$ cat config.mk
export PLATFORM = sky130hd
export DESIGN_NAME = concatenated_trap_fitness_flat
export DESIGN_NICKNAME = d
export VERILOG_FILES = /design/src/rtl/core/ctf_pkg.sv /design/src/rtl/core/ctf_in_if.sv /design/src/rtl/core/ctf_out_if.sv /design/src/rtl/core/concatenated_trap_fitness.sv /design/src/rtl/core/ctf_score.sv /design/src/rtl/core/ctf_accum.sv /design/src/flat_wrapper.sv
export VERILOG_INCLUDE_DIRS = /design/src /design/src/rtl/core
export SDC_FILE = /design/constraint.sdc
export NUM_CORES = 1
export LEC_CHECK = 0
export BUFFER_PORTS_ARGS = -buffer_cell sky130_fd_sc_hd__buf_2
export CORE_MARGIN = 4
export CORE_UTILIZATION = 40
export DETAILED_ROUTE_END_ITERATION = 8
export SETUP_SLACK_MARGIN = 0.2
export SLEW_MARGIN = 20
export SYNTH_ARGS = -nofsm -noshare
export SYNTH_HDL_FRONTEND = slang
export SYNTH_SLANG_ARGS = --single-unit
$ cat constraint.sdc
create_clock -name i_clk -period 7.5 [get_ports i_clk]
set_clock_uncertainty 0.2 [all_clocks]
set_input_delay 0.75 -clock i_clk [delete_from_list [all_inputs] [get_ports i_clk]]
set_output_delay 0.75 -clock i_clk [all_outputs]
set_load 0.01 [all_outputs]
$ cat src/rtl/core/concatenated_trap_fitness_assert.svh
// assertion macros shared by the trap fitness modules
// each expects i_clk and i_rst_n in the enclosing module
`ifndef CONCATENATED_TRAP_FITNESS_ASSERT_SVH
`define CONCATENATED_TRAP_FITNESS_ASSERT_SVH

// antecedent implies consequent in the same cycle
`define CTF_ASSERT_SAME(name, ante, cons, msg) \
    name: assert property (@(posedge i_clk) disable iff (!i_rst_n) (ante) |-> (cons)) \
        else $error(msg);

// antecedent implies consequent in the next cycle
`define CTF_ASSERT_NEXT(name, ante, cons, msg) \
    name: assert property (@(posedge i_clk) disable iff (!i_rst_n) (ante) |=> (cons)) \
        else $error(msg);

`endif

$ cat src/rtl/core/ctf_pkg.sv
`default_nettype none
package ctf_pkg;

    localparam int WinW     = 16;
    localparam int KW       = 5;
    localparam int ScoreW   = 5;
    localparam int DeltaW   = 6;
    localparam int FitW     = 17;
    localparam int SumW     = 18;
    localparam int CfgIdxW  = 1;
    localparam int CfgDataW = 5;

    localparam logic [KW-1:0] MaxTrapSize = 5'd16;
    localparam logic [KW-1:0] TrapSizeRst = 5'd5;
    localparam logic [KW-1:0] KSix        = 5'd6;
    localparam logic [KW-1:0] KTen        = 5'd10;

    localparam logic signed [FitW-1:0] FitMin = -17'sd65536;
    localparam logic signed [FitW-1:0] FitMax = 17'sd65535;

    // configuration register indexes
    localparam logic [CfgIdxW-1:0] CfgTrapSize = 1'b0;
    localparam logic [CfgIdxW-1:0] CfgBimodal  = 1'b1;

    // request commands
    localparam logic CmdAdd  = 1'b0;
    localparam logic CmdSwap = 1'b1;

    typedef struct packed {
        logic                     first;
        logic                     last;
        logic                     err;
        logic signed [FitW-1:0]   base;
        logic signed [DeltaW-1:0] delta;
    } t_delta_item;

    function automatic logic [ScoreW-1:0] bimodal10(input logic [ScoreW-1:0] u);
        logic [ScoreW-1:0] s;
        unique case (u)
            5'd0:    s = 5'd10;
            5'd1:    s = 5'd5;
            5'd2:    s = 5'd0;
            5'd3:    s = 5'd3;
            5'd4:    s = 5'd6;
            5'd5:    s = 5'd9;
            5'd6:    s = 5'd6;
            5'd7:    s = 5'd3;
            5'd8:    s = 5'd0;
            5'd9:    s = 5'd5;
            5'd10:   s = 5'd10;
            default: s = 5'd0;
        endcase
        return s;
    endfunction

    function automatic logic [ScoreW-1:0] bimodal6(input logic [ScoreW-1:0] u);
        logic [ScoreW-1:0] s;
        unique case (u)
            5'd0:    s = 5'd6;
            5'd1:    s = 5'd0;
            5'd2:    s = 5'd2;
            5'd3:    s = 5'd5;
            5'd4:    s = 5'd2;
            5'd5:    s = 5'd0;
            5'd6:    s = 5'd6;
            default: s = 5'd0;
        endcase
        return s;
    endfunction

endpackage
`default_nettype wire

$ cat src/rtl/core/ctf_in_if.sv
`default_nettype none
interface ctf_in_if;
    logic                                valid;
    logic                                ready;
    logic                                command;
    logic                                first_item;
    logic signed [ctf_pkg::FitW-1:0]     base_value;
    logic        [ctf_pkg::WinW-1:0]     window_bits;
    logic        [ctf_pkg::WinW-1:0]     old_window_bits;
    logic                                last_item;

    modport source (
        output valid, command, first_item, base_value, window_bits, old_window_bits,
               last_item,
        input  ready
    );
    modport sink (
        input  valid, command, first_item, base_value, window_bits, old_window_bits,
               last_item,
        output ready
    );
endinterface
`default_nettype wire

$ cat src/rtl/core/ctf_out_if.sv
`default_nettype none
interface ctf_out_if;
    logic                            valid;
    logic                            ready;
    logic signed [ctf_pkg::FitW-1:0] fitness;
    logic                            size_error;

    modport source (
        output valid, fitness, size_error,
        input  ready
    );
    modport sink (
        input  valid, fitness, size_error,
        output ready
    );
endinterface
`default_nettype wire

$ cat src/rtl/core/concatenated_trap_fitness.sv
`default_nettype none
`include "concatenated_trap_fitness_assert.svh"
// Concatenated deceptive trap fitness. One window request is taken every clock
// cycle unless output back-pressure stalls it; a request flows through an input
// register, a scoring stage (mask, popcount and trap or bimodal table for the
// new and old window) and the accumulate stage, whose output register holds the
// result of the request marked last. The running sum feeds back through one
// saturating add, which sets the one-request-per-cycle rate. A pending result
// in the output register only holds up a later request that is itself marked
// last. Trap size and bimodal mode must be written only while the block is
// idle, unenforced by the block; reset alone clears the sticky size error.
module concatenated_trap_fitness (
    input  wire logic                          i_clk,
    input  wire logic                          i_rst_n,
    input  wire logic                          i_cfg_we,
    input  wire logic [ctf_pkg::CfgIdxW-1:0]   i_cfg_index,
    input  wire logic [ctf_pkg::CfgDataW-1:0]  i_cfg_wdata,
    ctf_in_if.sink                             i_in,
    ctf_out_if.source                          o_out
);
    import ctf_pkg::*;

    logic [KW-1:0]          r_trap_size;
    logic                   r_bimodal;
    logic [KW-1:0]          k_eff;

    // input stage
    logic                   r_v1;
    logic                   r_cmd;
    logic                   r_first;
    logic signed [FitW-1:0] r_base;
    logic [WinW-1:0]        r_win;
    logic [WinW-1:0]        r_old;
    logic                   r_last;

    // score stage
    logic                   r_v2;
    t_delta_item            r_item, n_item;

    logic [ScoreW-1:0]      sc_new, sc_old;
    logic                   err_new, err_old;
    logic                   acc_ready;
    logic                   s2_free, s1_free;

    always_ff @(posedge i_clk) begin
        if (!i_rst_n) begin
            r_trap_size <= TrapSizeRst;
            r_bimodal   <= 1'b0;
        end else if (i_cfg_we) begin
            unique case (i_cfg_index)
                CfgTrapSize: r_trap_size <= i_cfg_wdata;
                CfgBimodal:  r_bimodal   <= i_cfg_wdata[0];
                default:     ;
            endcase
        end
    end

    assign k_eff = (r_trap_size > MaxTrapSize) ? MaxTrapSize : r_trap_size;

    assign s2_free    = !r_v2 || acc_ready;
    assign s1_free    = !r_v1 || s2_free;
    assign i_in.ready = s1_free;

    always_ff @(posedge i_clk) begin
        if (!i_rst_n) begin
            r_v1 <= 1'b0;
            r_v2 <= 1'b0;
        end else begin
            if (s1_free) begin
                r_v1 <= i_in.valid;
            end
            if (s2_free) begin
                r_v2 <= r_v1;
            end
        end
    end

    always_ff @(posedge i_clk) begin
        if (s1_free && i_in.valid) begin
            r_cmd   <= i_in.command;
            r_first <= i_in.first_item;
            r_base  <= i_in.base_value;
            r_win   <= i_in.window_bits;
            r_old   <= i_in.old_window_bits;
            r_last  <= i_in.last_item;
        end
        if (s2_free && r_v1) begin
            r_item <= n_item;
        end
    end

    ctf_score u_score_new (
        .i_bits    (r_win),
        .i_k       (k_eff),
        .i_bimodal (r_bimodal),
        .o_score   (sc_new),
        .o_err     (err_new)
    );

    ctf_score u_score_old (
        .i_bits    (r_old),
        .i_k       (k_eff),
        .i_bimodal (r_bimodal),
        .o_score   (sc_old),
        .o_err     (err_old)
    );

    always_comb begin
        n_item.first = r_first;
        n_item.last  = r_last;
        n_item.base  = r_base;
        if (r_cmd == CmdSwap) begin
            n_item.delta = $signed({1'b0, sc_new}) - $signed({1'b0, sc_old});
            n_item.err   = err_new | err_old;
        end else begin
            n_item.delta = $signed({1'b0, sc_new});
            n_item.err   = err_new;
        end
    end

    ctf_accum u_accum (
        .i_clk   (i_clk),
        .i_rst_n (i_rst_n),
        .i_valid (r_v2),
        .i_item  (r_item),
        .o_ready (acc_ready),
        .o_out   (o_out)
    );

    `CTF_ASSERT_NEXT(a_accept_loads, i_in.valid && i_in.ready, r_v1, "accepted request lost")
    `CTF_ASSERT_NEXT(a_stage2_held, r_v2 && !acc_ready, r_v2, "stalled score stage dropped")
    `CTF_ASSERT_SAME(a_ready_chain, r_v1 && !s2_free, !i_in.ready, "input taken over full stage")

endmodule
`default_nettype wire

$ cat src/rtl/core/ctf_score.sv
`default_nettype none
module ctf_score (
    input  wire logic [ctf_pkg::WinW-1:0]   i_bits,
    input  wire logic [ctf_pkg::KW-1:0]     i_k,
    input  wire logic                       i_bimodal,
    output logic      [ctf_pkg::ScoreW-1:0] o_score,
    output logic                            o_err
);
    import ctf_pkg::*;

    logic [WinW-1:0]   masked;
    logic [2:0]        nib_cnt [4];
    logic [ScoreW-1:0] ones;

    // keep only the low k bits of the window
    always_comb begin
        for (int i = 0; i < WinW; i++) begin
            masked[i] = i_bits[i] & (KW'(i) < i_k);
        end
    end

    // count per nibble, then add the four nibble counts
    always_comb begin
        for (int n = 0; n < 4; n++) begin
            nib_cnt[n] = 3'd0;
            for (int b = 0; b < 4; b++) begin
                nib_cnt[n] = nib_cnt[n] + {2'd0, masked[4*n+b]};
            end
        end
        ones = ScoreW'(nib_cnt[0]) + ScoreW'(nib_cnt[1])
             + ScoreW'(nib_cnt[2]) + ScoreW'(nib_cnt[3]);
    end

    always_comb begin
        o_score = '0;
        o_err   = 1'b0;
        if (i_bimodal) begin
            if (i_k == KTen) begin
                o_score = bimodal10(ones);
            end else if (i_k == KSix) begin
                o_score = bimodal6(ones);
            end else begin
                o_err = 1'b1;
            end
        end else if (ones == i_k) begin
            o_score = i_k;
        end else begin
            o_score = i_k - 5'd1 - ones;
        end
    end

endmodule
`default_nettype wire

$ cat src/rtl/core/ctf_accum.sv
`default_nettype none
`include "concatenated_trap_fitness_assert.svh"
module ctf_accum (
    input  wire logic                 i_clk,
    input  wire logic                 i_rst_n,
    input  wire logic                 i_valid,
    input  wire ctf_pkg::t_delta_item i_item,
    output logic                      o_ready,
    ctf_out_if.source                 o_out
);
    import ctf_pkg::*;

    logic signed [FitW-1:0] r_sum, n_sum;
    logic                   r_err;
    logic                   r_ov;
    logic signed [FitW-1:0] r_fit;
    logic                   r_serr;
    logic                   retire;
    logic signed [SumW-1:0] start, total;

    // an item without a result never waits on the output register
    assign o_ready = !i_item.last || !r_ov || o_out.ready;
    assign retire  = i_valid && o_ready;

    always_comb begin
        start = i_item.first ? {i_item.base[FitW-1], i_item.base}
                             : {r_sum[FitW-1], r_sum};
        total = start + {{(SumW-DeltaW){i_item.delta[DeltaW-1]}}, i_item.delta};
        if (total < $signed({FitMin[FitW-1], FitMin})) begin
            n_sum = FitMin;
        end else if (total > $signed({FitMax[FitW-1], FitMax})) begin
            n_sum = FitMax;
        end else begin
            n_sum = total[FitW-1:0];
        end
    end

    always_ff @(posedge i_clk) begin
        if (!i_rst_n) begin
            r_sum <= '0;
            r_err <= 1'b0;
            r_ov  <= 1'b0;
        end else begin
            if (retire) begin
                r_sum <= n_sum;
                r_err <= r_err | i_item.err;
            end
            if (retire && i_item.last) begin
                r_ov <= 1'b1;
            end else if (o_out.ready) begin
                r_ov <= 1'b0;
            end
        end
    end

    always_ff @(posedge i_clk) begin
        if (retire && i_item.last) begin
            r_fit  <= n_sum;
            r_serr <= r_err | i_item.err;
        end
    end

    assign o_out.valid      = r_ov;
    assign o_out.fitness    = r_fit;
    assign o_out.size_error = r_serr;

    `CTF_ASSERT_NEXT(a_err_sticky, r_err, r_err, "sticky size error cleared")
    `CTF_ASSERT_NEXT(a_first_load, retire && i_item.first && i_item.delta == '0, r_sum == $past(i_item.base), "first request did not load base")
    `CTF_ASSERT_NEXT(a_result_held, r_ov && !o_out.ready, r_ov && $stable(r_fit), "pending result changed")

endmodule
`default_nettype wire

$ cat src/flat_wrapper.sv
// flat-port wrapper written by rule: the top's interface ports become plain ports
module concatenated_trap_fitness_flat import ctf_pkg::*;
  (i_clk, i_rst_n, i_cfg_we, i_cfg_index, i_cfg_wdata, i_in_valid, i_in_command, i_in_first_item, i_in_base_value, i_in_window_bits, i_in_old_window_bits, i_in_last_item, i_in_ready, o_out_valid, o_out_fitness, o_out_size_error, o_out_ready);
  ctf_in_if i_in_i ();
  ctf_out_if o_out_i ();
  input  wire logic i_clk;
  input  wire logic i_rst_n;
  input  wire logic i_cfg_we;
  input  wire logic [ctf_pkg::CfgIdxW-1:0] i_cfg_index;
  input  wire logic [ctf_pkg::CfgDataW-1:0] i_cfg_wdata;
  input wire logic [$bits(i_in_i.valid)-1:0] i_in_valid;
  input wire logic [$bits(i_in_i.command)-1:0] i_in_command;
  input wire logic [$bits(i_in_i.first_item)-1:0] i_in_first_item;
  input wire logic [$bits(i_in_i.base_value)-1:0] i_in_base_value;
  input wire logic [$bits(i_in_i.window_bits)-1:0] i_in_window_bits;
  input wire logic [$bits(i_in_i.old_window_bits)-1:0] i_in_old_window_bits;
  input wire logic [$bits(i_in_i.last_item)-1:0] i_in_last_item;
  output wire logic [$bits(i_in_i.ready)-1:0] i_in_ready;
  output wire logic [$bits(o_out_i.valid)-1:0] o_out_valid;
  output wire logic [$bits(o_out_i.fitness)-1:0] o_out_fitness;
  output wire logic [$bits(o_out_i.size_error)-1:0] o_out_size_error;
  input wire logic [$bits(o_out_i.ready)-1:0] o_out_ready;
  assign i_in_i.valid = i_in_valid;
  assign i_in_i.command = i_in_command;
  assign i_in_i.first_item = i_in_first_item;
  assign i_in_i.base_value = i_in_base_value;
  assign i_in_i.window_bits = i_in_window_bits;
  assign i_in_i.old_window_bits = i_in_old_window_bits;
  assign i_in_i.last_item = i_in_last_item;
  assign i_in_ready = i_in_i.ready;
  assign o_out_valid = o_out_i.valid;
  assign o_out_fitness = o_out_i.fitness;
  assign o_out_size_error = o_out_i.size_error;
  assign o_out_i.ready = o_out_ready;
  concatenated_trap_fitness u_core (.i_clk(i_clk), .i_rst_n(i_rst_n), .i_cfg_we(i_cfg_we), .i_cfg_index(i_cfg_index), .i_cfg_wdata(i_cfg_wdata), .i_in(i_in_i), .o_out(o_out_i));
endmodule
==> flow_summary.json <==
{
  "status": "completed",
  "maxCapViolCount": 0,
  "synth_top_area_cell": "edfxtp_1",
  "ff2ff_setup_slack_ns": 0.53,
  "row_count": 50,
  "synth_cell_types": 64,
  "grt_max_degree": 53,
  "r2r_end": "u_core.r_item[4]$_DFFE_PP_",
  "critPathLaunchType": "flip-flop",
  "cp_slowest_cell": "fa_1",
  "critPathArrivalTime_ns": 6.92,
  "synth_area_per_cell_um2": 10.95,
  "ctsHoldBuffers": 0,
  "cp_data_required_time_ns": 7.45,
  "highest_layer": "met4",
  "setup_viol": 0,
  "synth_top_area_frac": 0.3810,
  "cts_sinks": 123,
  "gp_congestion": 0.9201,
  "end_kind": "flip-flop",
  "tns_ns": 0,
  "synthCells": 691,
  "initial_core_util": 0.4059,
  "fp.dieH_um": 145.5,
  "r2r_cells": 28,
  "dieArea_um2": 21180,
  "cts_tree": "done",
  "fill_cells": 1664,
  "relSlewSlack": 0.2817,
  "wl_per_cell_um": 16.55,
  "synth_common_cells": "edfxtp_1, nand2_1, ha_1",
  "die_x_um": 145.5,
  "yosysMostFrequentCell": "edfxtp_1",
  "areaGrowthSynthToFinish_pct": 17.97,
  "first_pass_iters": 5,
  "synth_seq_cells": 123,
  "fmax_mhz": 143.5,
  "ys_warn_count": 0,
  "r2r-start": "u_core.r_trap_size[4]$_SDFFE_PN0P_",
  "vias": 5520,
  "port_buffers": 82,
  "synth_edf_count": 96,
  "leakage_uw": 0.003754,
  "antenna_found_initial": 0,
  "coreArea_um2": 18640,
  "p_int_uw": 2410,
  "period_share": 0.9294,
  "dr_wl_met2_um": 8355,
  "period_minus_slack_ns": 6.970,
  "dp_hpwl_um": 12940,
  "slew_viol_final": 0,
  "synthesis.area_um2": 7567,
  "hold-path-cell-count": 0,
  "powerDensity_nw_per_um2": 459.6,
  "grt_pass1_vias": 5701,
  "numCtsBuffers": 17,
  "p_switching_uw": 1693,
  "vdd_drop_max_uv": 332.4,
  "synthFlopType": "edfxtp_1",
  "netlist_top_cells_area": "edfxtp_1, ha_1, dfxtp_1",
  "gr-total-overflow": 0,
  "drive_gt1_frac": 0.2186,
  "async_reset_ff_frac": 0,
  "max_stage_delay_ns": 0.57,
  "pin_count": 83,
  "clkLatencyLatePin_ns": 0.42,
  "drt-vias-per-instance": 5.359,
  "cp_max_fo": 15,
  "rsz0062_at_grt": "false",
  "worst_pin_slew_ns": 1.075,
  "synth_nets": 831,
  "track_usage": 0.1628,
  "swShare": 0.4126,
  "power_frac_comb": 0.581,
  "ant_nets": 0,
  "first_iter_violations": 297,
  "drt-total-wl_um": 17040,
  "diodes": 0,
  "cts_max_level": 4,
  "drc": 0,
  "min-delay-start": "u_core.r_base[14]$_DFFE_PP_",
  "nNetsFinal": 923,
  "pwr-share-clk": 0.197,
  "wl_met1_um": 7338,
  "crit_top_cell": "fa_1",
  "hold_class": "flip-flop to flip-flop",
  "yosysSeqAreaShare": 0.4524,
  "crit_type": "flip-flop to flip-flop",
  "clk_pin_slew_ns": 0.06,
  "fin_util": 0.4789,
  "final-hold-violation-count": 0,
  "wl_met3_um": 921,
  "p_seq_frac": 0.222,
  "root_buffer": "clkbuf_16",
  "whs_endpoint": "u_core.r_item[20]$_DFFE_PP_",
  "grt_pass1_wl_um": 27790,
  "cts_buffer_depth": 2
}
layer usage:
layer | vias to the layer above | GRT usage
met5 | - | 0
met4 | 0 | 0.05983
met3 | 36 | 0.04765
met2 | 157 | 0.2802
met1 | 2607 | 0.1939
li1 | 2720 | -
sequential cells by signal, indices dropped and copies added (netlist names):
register and count:
u_core.r_item 26, u_core.r_base 17, u_core.u_accum.o_out.fitness 17, u_core.u_accum.r_sum 17, u_core.r_old 16, u_core.r_win 16
u_core.r_trap_size 5, u_core.r_bimodal 1, u_core.r_cmd 1, u_core.r_first 1, u_core.r_last 1, u_core.r_v1 1
u_core.r_v2 1, u_core.u_accum.o_out.size_error 1, u_core.u_accum.o_out.valid 1, u_core.u_accum.r_err 1
what timing repair did:
action	4_1_cts	5_1_grt
setup endpoints to repair	2	5
cloned	0	0
gates resized for setup	1	12
buffers inserted	0	0
hold endpoints to repair	0	0
pin swaps	0	1
worst max-delay path: cells and delay by family, from the launching register on:
family                     cells  cell delay [ns]
adders and majority gates      9             3.59
and+or+nand+nor                5             0.65
buffers and inverters          4             0.32
DFF                            1             0.49
xor gates and xnor gates       2             0.25
AOI/OAI and AO/OA              8             1.19
how the worst max path moves through the flow:
| stage | end | depth (start not counted) | from |
|---|---|---|---|
| after floorplan | u_core.r_item[4]$_DFFE_PP_ | 27 | u_core.r_trap_size[4]$_SDFFE_PN0P_ |
| after global placement | u_core.r_item[4]$_DFFE_PP_ | 25 | u_core.r_trap_size[4]$_SDFFE_PN0P_ |
| after detailed placement | u_core.r_item[4]$_DFFE_PP_ | 25 | u_core.r_trap_size[4]$_SDFFE_PN0P_ |
| after CTS | u_core.r_item[4]$_DFFE_PP_ | 25 | u_core.r_trap_size[4]$_SDFFE_PN0P_ |
| after global routing | u_core.r_item[4]$_DFFE_PP_ | 25 | u_core.r_trap_size[4]$_SDFFE_PN0P_ |
| final | u_core.r_item[4]$_DFFE_PP_ | 28 | u_core.r_trap_size[4]$_SDFFE_PN0P_ |
power groups by stage:
| stage | sequential, uW | clock [uW] | combinational (uW) |
|---|---|---|---|
| floorplan | 911 | 0 | 1860 |
| global placement | 922 | 0 | 2190 |
| detailed placement | 924 | 0 | 2320 |
| CTS | 910 | 825 | 2330 |
| global route | 915 | 853 | 2680 |
| finish | 909 | 808 | 2390 |
cell families (layout without fill, tap and decap cells):
group,after synthesis,count (layout),synth area share
AOI/OAI and AO/OA,190,190,0.1630
xor gates and xnor gates,31,31,0.03952
adders and majority gates,77,77,0.1511
buffers and inverters,63,168,0.03423
DFF,123,123,0.4524
muxes,30,30,0.04299
and+or+nand+nor,177,177,0.1167
placed cells by master, fill, tap and decap left out, types with 20 or more instances in the layout:
master | Yosys | routed
nor2b_1 | 24 | 23
ha_1 | 53 | 53
buf_2 | 0 | 82
nand2_1 | 78 | 78
o21ai_0 | 43 | 42
mux2_2 | 20 | 20
dfxtp_1 | 27 | 26
fa_1 | 24 | 23
edfxtp_1 | 96 | 96
a21oi_1 | 35 | 34
inv_1 | 37 | 37
a31oi_1 | 22 | 22
stage by stage:
step / total power [uW] / instances / setup slack (ns) / instance area [um2] / hold slack [ns]
after floorplan: 2767 / 691 / 0.2801 / 7567 / 0.2003
after global placement: 3116 / 998 / 0.3320 / 8285 / 0.2029
after detailed placement: 3243 / 998 / 0.1497 / 8285 / 0.2045
after CTS: 4064 / 1030 / 0.2602 / 8870 / 0.2135
after global routing: 4451 / 1030 / 0.2045 / 8927 / 0.2228
final: 4103 / 1030 / 0.5297 / 8927 / 0.2113
final cells by class:
| cell class | instances | area [um2] | area share |
|---|---|---|---|
| Timing Repair Buffer | 99 | 538.0 | 0.06027 |
| Clock inverter | 14 | 150.1 | 0.01682 |
| Inverter | 37 | 138.9 | 0.01556 |
| Clock buffer | 18 | 429.2 | 0.04807 |
| Sequential cell | 123 | 3425 | 0.3836 |
| Tap cell | 234 | 292.8 | 0.03280 |
| Multi-Input combinational cell | 505 | 3954 | 0.4429 |
No activity file was read; power rests on OpenSTA's default activity.
